===== src/sv/bmad_pkg.sv =====
// Shared constants, types and pixel arithmetic for the block mean absolute deviation unit.
package bmad_pkg;

   localparam int PIX_W            = 8;
   localparam int PIX_PER_WORD     = 8;
   localparam int WORD_W           = PIX_W * PIX_PER_WORD;
   localparam int ROW_PIX          = 2 * PIX_PER_WORD;
   localparam int MEAN_W           = 8;
   localparam int DEV_W            = 16;
   localparam int ROWS_CFG_W       = 5;
   localparam int ROWS_RESET       = 16;
   localparam int MAX_ROWS_DEFAULT = 16;
   localparam int REQ_DATA_W       = 2 * WORD_W;
   localparam int RSP_DATA_W       = MEAN_W + DEV_W;
   // sum of one word of pixels, and of one row of two words
   localparam int WSUM_W           = $clog2(PIX_PER_WORD * 255 + 1);
   localparam int RSUM_W           = WSUM_W + 1;

   typedef struct packed {
      logic busy;
      logic done;
   } div_status_type;

   // Add up the eight pixels of one word.
   function automatic logic [WSUM_W-1:0] word_pixel_sum(input logic [WORD_W-1:0] w);
      logic [WSUM_W-1:0] s;
      s = '0;
      for (int i = 0; i < PIX_PER_WORD; i++) begin
         s = s + WSUM_W'(w[i*PIX_W +: PIX_W]);
      end
      return s;
   endfunction

   // Add up |pixel - mean| over the eight pixels of one word.
   function automatic logic [WSUM_W-1:0] word_deviation(input logic [WORD_W-1:0] w,
                                                        input logic [MEAN_W-1:0] mean);
      logic [WSUM_W-1:0] s;
      logic [PIX_W-1:0]  p;
      s = '0;
      for (int i = 0; i < PIX_PER_WORD; i++) begin
         p = w[i*PIX_W +: PIX_W];
         s = s + WSUM_W'((p >= mean) ? (p - mean) : (mean - p));
      end
      return s;
   endfunction

endpackage


===== src/sv/bmad_ram.sv =====
// Generic single-write, single-read synchronous RAM with registered read data.
module bmad_ram #(
   parameter int WIDTH = 64,
   parameter int DEPTH = 16
) (
   input  logic                                      clock,
   input  logic                                      wr_en,
   input  logic [((DEPTH > 1) ? $clog2(DEPTH) : 1)-1:0] wr_addr,
   input  logic [WIDTH-1:0]                          wr_data,
   input  logic                                      rd_en,
   input  logic [((DEPTH > 1) ? $clog2(DEPTH) : 1)-1:0] rd_addr,
   output logic [WIDTH-1:0]                          rd_data
);

   logic [WIDTH-1:0] mem_ff [DEPTH];
   logic [WIDTH-1:0] rd_data_ff;

   // write port
   always_ff @(posedge clock) begin
      if (wr_en) begin
         mem_ff[wr_addr] <= wr_data;
      end
   end

   // registered read port
   always_ff @(posedge clock) begin
      if (rd_en) begin
         rd_data_ff <= mem_ff[rd_addr];
      end
   end

   assign rd_data = rd_data_ff;

endmodule


===== src/sv/bmad_divider.sv =====
// Restoring divider that forms the 8-bit block mean, one quotient bit per cycle.
module bmad_divider #(
   parameter int NUM_W = 16,
   parameter int DEN_W = 9
) (
   input  logic                         clock,
   input  logic                         reset,
   input  logic                         start,
   input  logic [NUM_W-1:0]             num,
   input  logic [DEN_W-1:0]             den,
   output logic [bmad_pkg::MEAN_W-1:0]  quo,
   output bmad_pkg::div_status_type     status
);

   import bmad_pkg::*;

   localparam int SH_W   = DEN_W + MEAN_W - 1;
   localparam int CMP_W  = (NUM_W > SH_W) ? NUM_W : SH_W;
   localparam int STEP_W = (MEAN_W > 1) ? $clog2(MEAN_W) : 1;

   logic              busy_ff, busy_in;
   logic              done_ff, done_in;
   logic [STEP_W-1:0] step_ff, step_in;
   logic [NUM_W-1:0]  rem_ff,  rem_in;
   logic [SH_W-1:0]   dsh_ff,  dsh_in;
   logic [MEAN_W-1:0] quo_ff,  quo_in;
   logic              fits;

   // trial subtract of the shifted divisor
   assign fits = CMP_W'(rem_ff) >= CMP_W'(dsh_ff);

   always_comb begin
      busy_in = busy_ff;
      done_in = 1'b0;
      step_in = step_ff;
      rem_in  = rem_ff;
      dsh_in  = dsh_ff;
      quo_in  = quo_ff;
      if (start) begin
         busy_in = 1'b1;
         step_in = STEP_W'(MEAN_W - 1);
         rem_in  = num;
         dsh_in  = SH_W'(den) << (MEAN_W - 1);
         quo_in  = '0;
      end else if (busy_ff) begin
         if (fits) begin
            rem_in = rem_ff - NUM_W'(dsh_ff);
         end
         quo_in[step_ff] = fits;
         dsh_in          = dsh_ff >> 1;
         step_in         = step_ff - STEP_W'(1);
         if (step_ff == '0) begin
            busy_in = 1'b0;
            done_in = 1'b1;
         end
      end
   end

   // control state
   always_ff @(posedge clock) begin
      if (reset) begin
         busy_ff <= 1'b0;
         done_ff <= 1'b0;
         step_ff <= '0;
      end else begin
         busy_ff <= busy_in;
         done_ff <= done_in;
         step_ff <= step_in;
      end
   end

   // datapath
   always_ff @(posedge clock) begin
      rem_ff <= rem_in;
      dsh_ff <= dsh_in;
      quo_ff <= quo_in;
   end

   assign quo         = quo_ff;
   assign status.busy = busy_ff;
   assign status.done = done_ff;

endmodule


===== src/sv/block_mean_abs_deviation_unit.sv =====
// Top level: row store, pixel totals, mean divider and deviation pass of a 16-wide block.
//
//  channel | dir | handshake              | payload
//  --------+-----+------------------------+-----------------------------------------
//  req     | in  | req_tvalid/req_tready  | req_tdata: row_low, row_high
//  rsp     | out | rsp_tvalid/rsp_tready  | rsp_tdata: block_mean, deviation_sum
//  csr     | in  | csr_wen                | csr_wdata: block_rows
//
//  Rows are taken one per cycle while filling; both row words go into the two row RAMs
//  at once. After the last row of a block come a start state, the divider run and a
//  capture of the mean, then one RAM read per row through the read pipeline; no rows
//  are taken meanwhile, and rows of the next block follow once the result is raised.
//  Reset clears the state, counters, pipeline flags and result flag and sets the row count; the RAMs are not cleared.
//  A pending result does not block new rows, except the row that would end the block.
module block_mean_abs_deviation_unit #(
   parameter int MAX_ROWS = bmad_pkg::MAX_ROWS_DEFAULT
) (
   input  logic                              clock,
   input  logic                              reset,
   input  logic                              req_tvalid,
   output logic                              req_tready,
   // [63:0] row_low, [127:64] row_high
   input  logic [bmad_pkg::REQ_DATA_W-1:0]   req_tdata,
   output logic                              rsp_tvalid,
   input  logic                              rsp_tready,
   // [7:0] block_mean, [23:8] deviation_sum
   output logic [bmad_pkg::RSP_DATA_W-1:0]   rsp_tdata,
   input  logic                              csr_wen,
   input  logic [bmad_pkg::ROWS_CFG_W-1:0]   csr_wdata
);

   import bmad_pkg::*;

   // largest row count: MAX_ROWS, but no more than the 5-bit register can ask for
   localparam int EFF_MAX = (MAX_ROWS < 31) ? MAX_ROWS : 31;
   localparam int ROWS_W  = $clog2(EFF_MAX + 1);
   localparam int ADDR_W  = (MAX_ROWS > 1) ? $clog2(MAX_ROWS) : 1;
   localparam int TOT_W   = $clog2(EFF_MAX * ROW_PIX * 255 + EFF_MAX * (ROW_PIX / 2) + 1);
   localparam int DIV_W   = ROWS_W + 4;
   localparam int SAT_W   = (TOT_W > DEV_W) ? TOT_W : DEV_W;

   localparam logic [2:0] S_FILL  = 3'd0;
   localparam logic [2:0] S_START = 3'd1;
   localparam logic [2:0] S_DIV   = 3'd2;
   localparam logic [2:0] S_PASS  = 3'd3;
   localparam logic [2:0] S_FLUSH = 3'd4;

   logic [2:0]            state_ff,      state_in;
   logic [ROWS_CFG_W-1:0] block_rows_ff, block_rows_in;
   logic [ROWS_W-1:0]     cnt_ff,        cnt_in;
   logic [TOT_W-1:0]      total_ff,      total_in;
   logic [ROWS_W-1:0]     rd_cnt_ff,     rd_cnt_in;
   logic                  v1_ff,         v1_in;
   logic                  last1_ff,      last1_in;
   logic                  v2_ff,         v2_in;
   logic                  last2_ff,      last2_in;
   logic [RSUM_W-1:0]     rowdev_ff,     rowdev_in;
   logic [TOT_W-1:0]      dev_acc_ff,    dev_acc_in;
   logic [MEAN_W-1:0]     mean_ff,       mean_in;
   logic                  rsp_valid_ff,  rsp_valid_in;
   logic [MEAN_W-1:0]     rsp_mean_ff,   rsp_mean_in;
   logic [DEV_W-1:0]      rsp_dev_ff,    rsp_dev_in;

   logic [ROWS_W-1:0]     rows_eff;
   logic [ROWS_W-1:0]     slot;
   logic [TOT_W-1:0]      base_total;
   logic                  last_row;
   logic                  last_rd;
   logic                  req_accept;
   logic [RSUM_W-1:0]     row_sum;
   logic [WORD_W-1:0]     lo_rdata;
   logic [WORD_W-1:0]     hi_rdata;
   logic                  rd_en;
   logic                  div_start;
   logic [MEAN_W-1:0]     div_quo;
   div_status_type        div_status;
   logic [TOT_W-1:0]      dev_final;
   logic [SAT_W-1:0]      dev_wide;

   // clamp the configured row count into 1..EFF_MAX
   always_comb begin
      if (block_rows_ff == '0) begin
         rows_eff = ROWS_W'(1);
      end else if (block_rows_ff > ROWS_CFG_W'(EFF_MAX)) begin
         rows_eff = ROWS_W'(EFF_MAX);
      end else begin
         rows_eff = ROWS_W'(block_rows_ff);
      end
   end

   // restart a block whose count ran past the row count
   assign slot       = (cnt_ff >= rows_eff) ? '0 : cnt_ff;
   assign base_total = (cnt_ff >= rows_eff) ? '0 : total_ff;
   assign last_row   = ROWS_W'(slot + ROWS_W'(1)) == rows_eff;
   assign last_rd    = rd_cnt_ff == ROWS_W'(rows_eff - ROWS_W'(1));

   assign req_tready = (state_ff == S_FILL) && !(rsp_valid_ff && last_row);
   assign req_accept = req_tvalid && req_tready;
   assign row_sum    = RSUM_W'(word_pixel_sum(req_tdata[WORD_W-1:0]))
                     + RSUM_W'(word_pixel_sum(req_tdata[2*WORD_W-1:WORD_W]));

   // final deviation, widened for the saturation to the output width
   assign dev_final = dev_acc_ff + TOT_W'(rowdev_ff);
   assign dev_wide  = SAT_W'(dev_final);

   // row stores: low and high words of each row
   bmad_ram #(
      .WIDTH (WORD_W),
      .DEPTH (MAX_ROWS)
   ) u_lo_ram (
      .clock   (clock),
      .wr_en   (req_accept),
      .wr_addr (ADDR_W'(slot)),
      .wr_data (req_tdata[WORD_W-1:0]),
      .rd_en   (rd_en),
      .rd_addr (ADDR_W'(rd_cnt_ff)),
      .rd_data (lo_rdata)
   );

   bmad_ram #(
      .WIDTH (WORD_W),
      .DEPTH (MAX_ROWS)
   ) u_hi_ram (
      .clock   (clock),
      .wr_en   (req_accept),
      .wr_addr (ADDR_W'(slot)),
      .wr_data (req_tdata[2*WORD_W-1:WORD_W]),
      .rd_en   (rd_en),
      .rd_addr (ADDR_W'(rd_cnt_ff)),
      .rd_data (hi_rdata)
   );

   // rounded mean: (total + 8*rows) / (16*rows)
   bmad_divider #(
      .NUM_W (TOT_W),
      .DEN_W (DIV_W)
   ) u_divider (
      .clock  (clock),
      .reset  (reset),
      .start  (div_start),
      .num    (total_ff + TOT_W'({rows_eff, 3'b000})),
      .den    ({rows_eff, 4'b0000}),
      .quo    (div_quo),
      .status (div_status)
   );

   // sequencer and datapath next values
   always_comb begin
      state_in      = state_ff;
      block_rows_in = block_rows_ff;
      cnt_in        = cnt_ff;
      total_in      = total_ff;
      rd_cnt_in     = rd_cnt_ff;
      dev_acc_in    = dev_acc_ff;
      mean_in       = mean_ff;
      rsp_valid_in  = rsp_valid_ff;
      rsp_mean_in   = rsp_mean_ff;
      rsp_dev_in    = rsp_dev_ff;
      div_start     = 1'b0;
      rd_en         = 1'b0;

      case (state_ff)
         S_FILL: begin
            if (req_accept) begin
               total_in = base_total + TOT_W'(row_sum);
               if (last_row) begin
                  cnt_in   = '0;
                  state_in = S_START;
               end else begin
                  cnt_in = ROWS_W'(slot + ROWS_W'(1));
               end
            end
         end
         S_START: begin
            div_start = 1'b1;
            total_in  = '0;
            state_in  = S_DIV;
         end
         S_DIV: begin
            if (div_status.done) begin
               mean_in    = div_quo;
               rd_cnt_in  = '0;
               dev_acc_in = '0;
               state_in   = S_PASS;
            end
         end
         S_PASS: begin
            rd_en     = 1'b1;
            rd_cnt_in = ROWS_W'(rd_cnt_ff + ROWS_W'(1));
            if (last_rd) begin
               state_in = S_FLUSH;
            end
         end
         S_FLUSH: begin
            // wait for the read pipeline to drain
         end
         default: begin
            state_in = S_FILL;
         end
      endcase

      // drop the result once taken
      if (rsp_valid_ff && rsp_tready) begin
         rsp_valid_in = 1'b0;
      end

      // accumulate row deviations; the last one closes the block
      if (v2_ff) begin
         dev_acc_in = dev_final;
         if (last2_ff) begin
            rsp_valid_in = 1'b1;
            rsp_mean_in  = mean_ff;
            rsp_dev_in   = (dev_wide > SAT_W'({DEV_W{1'b1}})) ? {DEV_W{1'b1}}
                                                              : DEV_W'(dev_wide);
            dev_acc_in   = '0;
            state_in     = S_FILL;
         end
      end

      // register write restarts the block
      if (csr_wen) begin
         block_rows_in = csr_wdata;
         cnt_in        = '0;
         total_in      = '0;
      end
   end

   // read pipeline
   assign v1_in     = (state_ff == S_PASS);
   assign last1_in  = (state_ff == S_PASS) && last_rd;
   assign v2_in     = v1_ff;
   assign last2_in  = last1_ff;
   assign rowdev_in = RSUM_W'(word_deviation(lo_rdata, mean_ff))
                    + RSUM_W'(word_deviation(hi_rdata, mean_ff));

   // control state
   always_ff @(posedge clock) begin
      if (reset) begin
         state_ff      <= S_FILL;
         block_rows_ff <= ROWS_CFG_W'(ROWS_RESET);
         cnt_ff        <= '0;
         total_ff      <= '0;
         rd_cnt_ff     <= '0;
         v1_ff         <= 1'b0;
         last1_ff      <= 1'b0;
         v2_ff         <= 1'b0;
         last2_ff      <= 1'b0;
         rsp_valid_ff  <= 1'b0;
      end else begin
         state_ff      <= state_in;
         block_rows_ff <= block_rows_in;
         cnt_ff        <= cnt_in;
         total_ff      <= total_in;
         rd_cnt_ff     <= rd_cnt_in;
         v1_ff         <= v1_in;
         last1_ff      <= last1_in;
         v2_ff         <= v2_in;
         last2_ff      <= last2_in;
         rsp_valid_ff  <= rsp_valid_in;
      end
   end

   // datapath
   always_ff @(posedge clock) begin
      rowdev_ff   <= rowdev_in;
      dev_acc_ff  <= dev_acc_in;
      mean_ff     <= mean_in;
      rsp_mean_ff <= rsp_mean_in;
      rsp_dev_ff  <= rsp_dev_in;
   end

   assign rsp_tvalid = rsp_valid_ff;
   assign rsp_tdata  = {rsp_dev_ff, rsp_mean_ff};

`ifndef ASSERT_OFF
   a_cnt_in_range: assert property (@(posedge clock) disable iff (reset)
      cnt_ff < rows_eff)
      else $error("row count reached the block row count");

   a_result_from_pass: assert property (@(posedge clock) disable iff (reset)
      $rose(rsp_valid_ff) |-> $past(state_ff == S_FLUSH))
      else $error("result raised outside the end of the deviation pass");

   a_div_done_in_div: assert property (@(posedge clock) disable iff (reset)
      div_status.done |-> (state_ff == S_DIV))
      else $error("divider finished while not awaited");

   a_pass_reads: assert property (@(posedge clock) disable iff (reset)
      (state_ff == S_PASS) |=> v1_ff)
      else $error("row read issued without pipeline valid");
`endif

endmodule


===== config.mk =====
export PLATFORM = sky130hd
export DESIGN_NAME = block_mean_abs_deviation_unit
export DESIGN_NICKNAME = d
export VERILOG_FILES = /design/src/sv/bmad_pkg.sv /design/src/sv/bmad_ram.sv /design/src/sv/bmad_divider.sv /design/src/sv/block_mean_abs_deviation_unit.sv
export SDC_FILE = /design/constraint.sdc
export NUM_CORES = 2
export LEC_CHECK = 0
export BUFFER_PORTS_ARGS = -buffer_cell sky130_fd_sc_hd__buf_4
export CAP_MARGIN = 5
export CORE_ASPECT_RATIO = 0.7
export CORE_UTILIZATION = 55
export CTS_BUF_LIST = sky130_fd_sc_hd__clkbuf_8 sky130_fd_sc_hd__clkbuf_16
export CTS_CLUSTER_DIAMETER = 60
export CTS_CLUSTER_SIZE = 10
export DETAILED_ROUTE_END_ITERATION = 10
export GPL_TIMING_DRIVEN = 1
export PLACE_DENSITY = 0.85
export SKIP_CTS_REPAIR_TIMING = 1
export SYNTH_ARGS = -nofsm -noshare
export SYNTH_HDL_FRONTEND = slang
export SYNTH_SLANG_ARGS = --single-unit
export TNS_END_PERCENT = 5

===== constraint.sdc =====
create_clock -name clock -period 13 [get_ports clock]
set_clock_uncertainty 0.15 [all_clocks]
set_input_delay 2.6 -clock clock [delete_from_list [all_inputs] [get_ports clock]]
set_output_delay 2.6 -clock clock [all_outputs]
set_load 0.1 [all_outputs]

== Word-level counts from Yosys, hierarchy flattened ==
Memory sizes are Yosys's and may differ from the RTL's. A register that Yosys moved wholly into a read port is not among the register bits.
Index checks and enable logic that the tools add are counted.

* Bits in read-only memories: 0
* Bits in latches: 0
* Word-level logic and storage cells: 207
* Flip-flop bits (word level): 144
* Bits in writable memories: 2048
* Output and inout bits: 26
* Memories kept: 2

{| class="wikitable"
|+ Memories
! memory !! depth !! width !! rd ports !! clocked after Yosys merged registers in !! write ports !! line !! RTL
|-
| u_hi_ram.mem_ff || 16 || 64 || 1 || 1 || 1 || bmad_ram.sv:15 || <nowiki>logic [WIDTH-1:0] mem_ff [DEPTH];</nowiki>
|-
| u_lo_ram.mem_ff || 16 || 64 || 1 || 1 || 1 || bmad_ram.sv:15 ||
|}

* $mul: 0
* Reduce and logical (&&, ||, !) cells: 25
* Add/subtract/negate cells: 70
* Magnitude comparators: 22
* Shifts and indexed selects: 0
* Bitwise logic cells: 1
* Eq/ne operators: 8
* Mux-type cells: 57
* Div/mod/pow operators: 0

{| class="wikitable"
|+ Operators with widths
! cell !! count
|-
| 8-bit by 8-bit subtractor with 9-bit output || 32
|-
| 11-bit two-way mux || 16
|-
| 16-bit two-way mux || 11
|-
| 11-bit adder || 14
|-
| 8-bit >= comparator || 16
|-
| 11-bit by 8-bit adder with 11-bit output || 8
|-
| 16-bit by 12-bit adder with 16-bit output || 2
|-
| 16-bit case mux with 2 select lines || 1
|-
| 5-bit two-way mux || 5
|-
| 11-bit by 11-bit adder with 12-bit output || 2
|-
| 3-bit two-way mux || 8
|-
| 10-bit by 8-bit adder with 11-bit output || 2
|-
| 9-bit by 8-bit adder with 10-bit output || 2
|-
| 8-bit by 8-bit adder with 9-bit output || 2
|-
| 16-bit by 8-bit adder with 16-bit output || 1
|-
| 16-bit >= comparator || 1
|-
| 16-bit greater-than comparator (second input constant) || 1
|-
| 16-bit subtractor || 1
|-
| 3-bit case mux with 5 select lines || 1
|-
| 2-bit AND reduction || 7
|-
| 1-bit two-way mux || 12
|-
| 2-bit nonzero test || 6
|-
| 5-bit by 1-bit adder with 5-bit output (second input constant) || 2
|-
| 5-bit == test || 2
|-
| other kinds (21) || 28
|}

== Depth between registers and ports, before layout ==
* Depth after elaboration: 15
* Depth in mapped cells: 31
* Mapped depth without buffers: 30

== Cells and area by module ==
A second synthesis with hierarchy kept.

* Cells, all modules: 6313
* Area, all modules: 106457.1 um^2

{| class="wikitable"
|+ By module, submodules not included
! module !! area an instance (um^2) !! cells an instance !! times used
|-
| bmad_ram || 40222.3 || 1647 || 2
|-
| block_mean_abs_deviation_unit || 23212.3 || 2705 || 1
|-
| bmad_divider || 2800.2 || 314 || 1
|}

== Least setup slack after synthesis ==
OpenSTA, ideal clock, no wires.

* Path kind: flip-flop to flip-flop
* Start: register block_rows_ff[4]
* End: memory u_hi_ram.mem_ff[15][0] (enable)
* Cell stages (with the launch flop): 21
* Path slack: -0.616 ns
* Period minus slack after synthesis: 13.616 ns
* Data arrival time: 12.694 ns
* Buffers on the path: 4
* Required time: 12.078 ns
* Cell sequence: dfxtp_1 -> buf_2 -> or4_4 -> nand2_2 -> ha_1 -> nor2b_1 -> o21ai_1 -> a31oi_1 -> clkbuf_1 -> nand2_1 -> inv_1 -> ha_1 -> buf_2 -> nand3_1 -> xor2_1 -> and2_1 -> mux2_2 -> o211ai_2 -> o21ai_4 -> buf_2 -> nor3_1

* Longest elaborated chain between the ends: 13
* Elaborated cells between the ends (all ways): 14

{| class="wikitable"
|+ RTL lines
! element !! line !! RTL
|-
| start, declared || block_mean_abs_deviation_unit.sv:49 || <nowiki>logic [ROWS_CFG_W-1:0] block_rows_ff, block_rows_in;</nowiki>
|-
| start signal, assigned || block_mean_abs_deviation_unit.sv:240 || <nowiki>block_rows_ff <= ROWS_CFG_W'(ROWS_RESET);</nowiki>
|-
| start signal, assigned || block_mean_abs_deviation_unit.sv:251 || <nowiki>block_rows_ff <= block_rows_in;</nowiki>
|-
| 5-bit greater-than comparator || block_mean_abs_deviation_unit.sv:84 || <nowiki>end else if (block_rows_ff > ROWS_CFG_W'(EFF_MAX)) begin</nowiki>
|-
| 5-bit two-way mux || block_mean_abs_deviation_unit.sv:84 ||
|-
| 5-bit two-way mux * || block_mean_abs_deviation_unit.sv:82 || <nowiki>if (block_rows_ff == '0) begin</nowiki>
|-
| 5-bit >= comparator || block_mean_abs_deviation_unit.sv:92 || <nowiki>assign slot = (cnt_ff >= rows_eff) ? '0 : cnt_ff;</nowiki>
|-
| 5-bit two-way mux || block_mean_abs_deviation_unit.sv:92 ||
|-
| 5-bit by 1-bit adder with 5-bit output || block_mean_abs_deviation_unit.sv:94 || <nowiki>assign last_row = ROWS_W'(slot + ROWS_W'(1)) == rows_eff;</nowiki>
|-
| 5-bit == test || block_mean_abs_deviation_unit.sv:94 ||
|-
| 1-bit logical AND || block_mean_abs_deviation_unit.sv:97 || <nowiki>assign req_tready = (state_ff == S_FILL) && !(rsp_valid_ff && last_row);</nowiki>
|-
| 1-bit zero test || block_mean_abs_deviation_unit.sv:97 ||
|-
| 1-bit logical AND || block_mean_abs_deviation_unit.sv:97 ||
|-
| 1-bit logical AND || block_mean_abs_deviation_unit.sv:98 || <nowiki>assign req_accept = req_tvalid && req_tready;</nowiki>
|-
| 1-bit two-way mux || bmad_ram.sv:20 || <nowiki>if (wr_en) begin</nowiki>
|-
| 1-bit two-way mux (implied by the code) || bmad_ram.sv:21 || <nowiki>mem_ff[wr_addr] <= wr_data;</nowiki>
|-
| end, declared || bmad_ram.sv:15 ||
|}

Mark *: on every way between the ends. The rest lies on a longest branch, timed or not.

== Worst setup path in the final report ==
* Start: register block_rows_ff[4]
* End: output port req_tready

* Longest elaborated chain between the ends: 10
* Elaborated cells between the ends (all ways): 11

{| class="wikitable"
|+ RTL lines
! element !! line !! RTL
|-
| 5-bit greater-than comparator || block_mean_abs_deviation_unit.sv:84 ||
|-
| 5-bit two-way mux || block_mean_abs_deviation_unit.sv:84 ||
|-
| 5-bit two-way mux * || block_mean_abs_deviation_unit.sv:82 ||
|-
| 5-bit >= comparator || block_mean_abs_deviation_unit.sv:92 ||
|-
| 5-bit two-way mux || block_mean_abs_deviation_unit.sv:92 ||
|-
| 5-bit by 1-bit adder with 5-bit output || block_mean_abs_deviation_unit.sv:94 ||
|-
| 5-bit == test * || block_mean_abs_deviation_unit.sv:94 ||
|-
| 1-bit logical AND * || block_mean_abs_deviation_unit.sv:97 ||
|-
| 1-bit zero test * || block_mean_abs_deviation_unit.sv:97 ||
|-
| 1-bit logical AND * || block_mean_abs_deviation_unit.sv:97 ||
|-
| end, declared || block_mean_abs_deviation_unit.sv:21 || <nowiki>output logic req_tready,</nowiki>
|}

Marked as above.

==> impl_metrics.tcl <==
set metrics [dict create \
    status "finished, final reports clean" \
    grt_max_degree 158 \
    wl_per_cell_um 33.27 \
    powerDensity_nw_per_um2 148.3 \
    finalMaxSlewViolations 0 \
    synth_edf_count 2245 \
    ys_seq_elements 2320 \
    cts_root_buffer "clkbuf_16" \
    core_region_area_um2 190800 \
    first_pass_iters 6 \
    path_max_fanout 19 \
    endpoint_kind "output pin" \
    critPathSlowestCell "nor4_1" \
    relSlewSlack 0.1502 \
    num_io_pins 164 \
    antenna_found_initial 27 \
    drive_above_1_share 0.2031 \
    highest_layer "met5" \
    gp_congestion 0.9949 \
    io_buffer_count 163 \
    period_needed_ns 9.217 \
    die_x_um 526.3 \
    yosysMostFrequentCell "edfxtp_1" \
    rsz0062_at_grt "false" \
    routed-wl-met3_mm 38.97 \
    drcViolationCount 0 \
    p_leak_nw 40.49 \
    place_area_um2 110200 \
    yosysSeqAreaShare 0.6513 \
    clockBufferDepth 4 \
    grt_pass1_vias 59380 \
    max_freq_ghz 0.1085 \
    vias_per_cell 6.691 \
    hold_path.class "reg -> reg" \
    die-area_um2 194200 \
    worst_pin_slew_ns 1.275 \
    async_flop_share 0 \
    htree_num_levels 5 \
    cp_top_family "simple AND/OR/NAND/NOR gates" \
    synth.area.top_cells "edfxtp_1 (64%), mux4_2 (13%), fa_1 (5.0%)" \
    finalHoldViolCount 0 \
    post-dp-hpwl_mm 170.7 \
    start_util 0.5546 \
    die_h_um 369.0 \
    final_cell_area_um2 117800 \
    synthCells 5896 \
    yosys_warnings 0 \
    setup_viol 0 \
    period_share 0.7090 \
    post_synth_instance_area_um2 105800 \
    drtIter0Drc 8678 \
    final_antenna_net_count 0 \
    yosysTopAreaCell "edfxtp_1" \
    dr_total_vias 58900 \
    cpPeakStageDelay_ns 0.76 \
    synth.distinct_cells 96 \
    yosys-top-cells-count "edfxtp_1 (2245), mux4_2 (624), inv_1 (557)" \
    area_delta_synth_final_pct 11.32 \
    critPathLaunchType "flop" \
    arrival_ns 6.47 \
    worstPathCellList "or4_4, nand2_2, ha_1, nor2b_1, o21ai_1, a31oi_2, buf_4, nand2_1, inv_1, ha_1, nand3_1, xor2_1, and2_1, mux2_2, o211ai_2, nor2_1, nor4_1, buf_4" \
    vdd_ir_drop_max_uv 405.1 \
    max_cap_viol_count 0 \
    ys.flop_type "edfxtp_1" \
    grt_overflow_total 0 \
    critPathKind "reg -> out" \
    dr_wl_met2_mm 133.3 \
    clk_pin_slew_ns 0.06 \
    clock-sinks 2320 \
    synth_top_area_share 0.6371 \
    drt-met1-wl_mm 110.3 \
    rows 134 \
    clk_latency_ns 0.86 \
    gr-usage-all-layers 0.3031 \
    fin_setup_tns_ns 0 \
    fin_nets 6976 \
    worstPathRequired_ns 10.25 \
    numCtsBuffers 278 \
    cts_tree "done" \
    grt_first_pass_wirelength_mm 418.9 \
    crit_buf_inv 3 \
    synth_fp_nets 6662 \
    drt_wl_total_mm 292.9 \
    syn_area_per_cell_um2 17.95 \
]
## power breakdown
group | switching [mW] | internal, mW | total, mW | leakage [nW]
logic | 1.35 | 0.992 | 2.34 | 15.8
registers | 0.0322 | 8.27 | 8.30 | 20.9
clock network | 2.95 | 3.88 | 6.83 | 3.84
## flip-flops by register name (all words and copies together) (netlist names), 8 cells and up
signal and flops:
u_hi_ram.rd_data 64, u_hi_ram.mem_ff 1024, dev_acc_ff 16, rowdev_ff 12
mean_ff 8, u_lo_ram.rd_data 64, u_divider.quo 8, u_divider.rem_ff 16
u_lo_ram.mem_ff 1024, rsp_dev_ff 16, u_divider.dsh_ff 16, rsp_mean_ff 8
total_ff 16
## layer usage
metal | track usage | up-vias
met3 | 0.08801 | 658
met2 | 0.4563 | 4371
li1 | - | 23430
met4 | 0.1001 | 28
met1 | 0.4280 | 30410
met5 | 0 | -
## cell type report
class | instances | area, um2
well taps | 2516 | 3148
clock buffers | 281 | 7032
fillers | 12790 | 73000
repair buffers | 248 | 1987
flip-flops and latches | 2320 | 68930
clock inverters | 66 | 550.5
diodes | 9 | 22.52
inverters | 558 | 2100
multi-input cells | 2804 | 34030
## layout by cell type (no fill, tap or decap), types with 23 or more instances in the layout
cell type,n
buf_4,238
a21oi_1,199
mux2i_1,97
inv_1,591
a21o_1,65
o21a_1,27
dfxtp_1,71
a211oi_1,28
clkbuf_16,281
fa_1,263
nand2_1,146
nand3_1,58
mux4_2,624
o21bai_1,29
xor2_1,39
and2_1,23
nor3_1,39
edfxtp_1,2245
ha_1,365
o21ai_0,126
nor2b_1,59
nand4_1,25
xnor2_1,127
nor2_1,147
mux2_2,33
## final timing paths
path                            slack (ns)               endpoint  depth (start not counted)                           from
worst max-delay path                  3.78             req_tready                         18  block_rows_ff[4]$_SDFFE_PP1P_
worst min-delay path                  0.29   mean_ff[4]$_DFFE_PP_                          0  u_divider.quo[4]$_SDFFE_PP0P_
worst max register to register        3.91  rowdev_ff[10]$_DFF_P_                         29           mean_ff[1]$_DFFE_PP_
worst min register to register        0.29   mean_ff[4]$_DFFE_PP_                          0  u_divider.quo[4]$_SDFFE_PP0P_
## per-stage QoR
step | cells | utilization | setup slack (ns) | hold slack (ns) | total power, mW
2_1_floorplan | 5896 | - | 3.314 | 0.2530 | 10.11
3_3_place_gp | 8446 | 0.5776 | 4.124 | 0.2662 | 10.66
3_5_place_dp | 8446 | 0.5776 | 4.078 | 0.2654 | 10.72
4_1_cts | 8793 | 0.6173 | 3.835 | 0.2811 | 17.48
5_1_grt | 8798 | 0.6174 | 3.502 | 0.2864 | 18.07
6_report | 8802 | 0.6174 | 3.783 | 0.2860 | 17.48
## worst reg2reg max path: cells and delay by family, from the launching register on
family                   cells  cell delay, ns
adder cells (fa/ha/maj)      7            3.00
AO/OA/AOI/OAI                9            2.03
buffers and inverters        7            1.64
AND/OR/NAND/NOR              2            0.93
XOR/XNOR                     3            0.46
multiplexers                 1            0.44
flip-flops                   1            0.36
## kinds of logic after synthesis
kind of cell	after synthesis	synth area share
DFF	2320	0.6513
buffers and inverters	772	0.02775
muxes	756	0.1457
AOI/OAI and AO/OA	640	0.03936
adders and majority gates	628	0.09291
and+or+nand+nor	613	0.02903
xor gates and xnor gates	167	0.01395
Power figures use the tool's default switching activity.
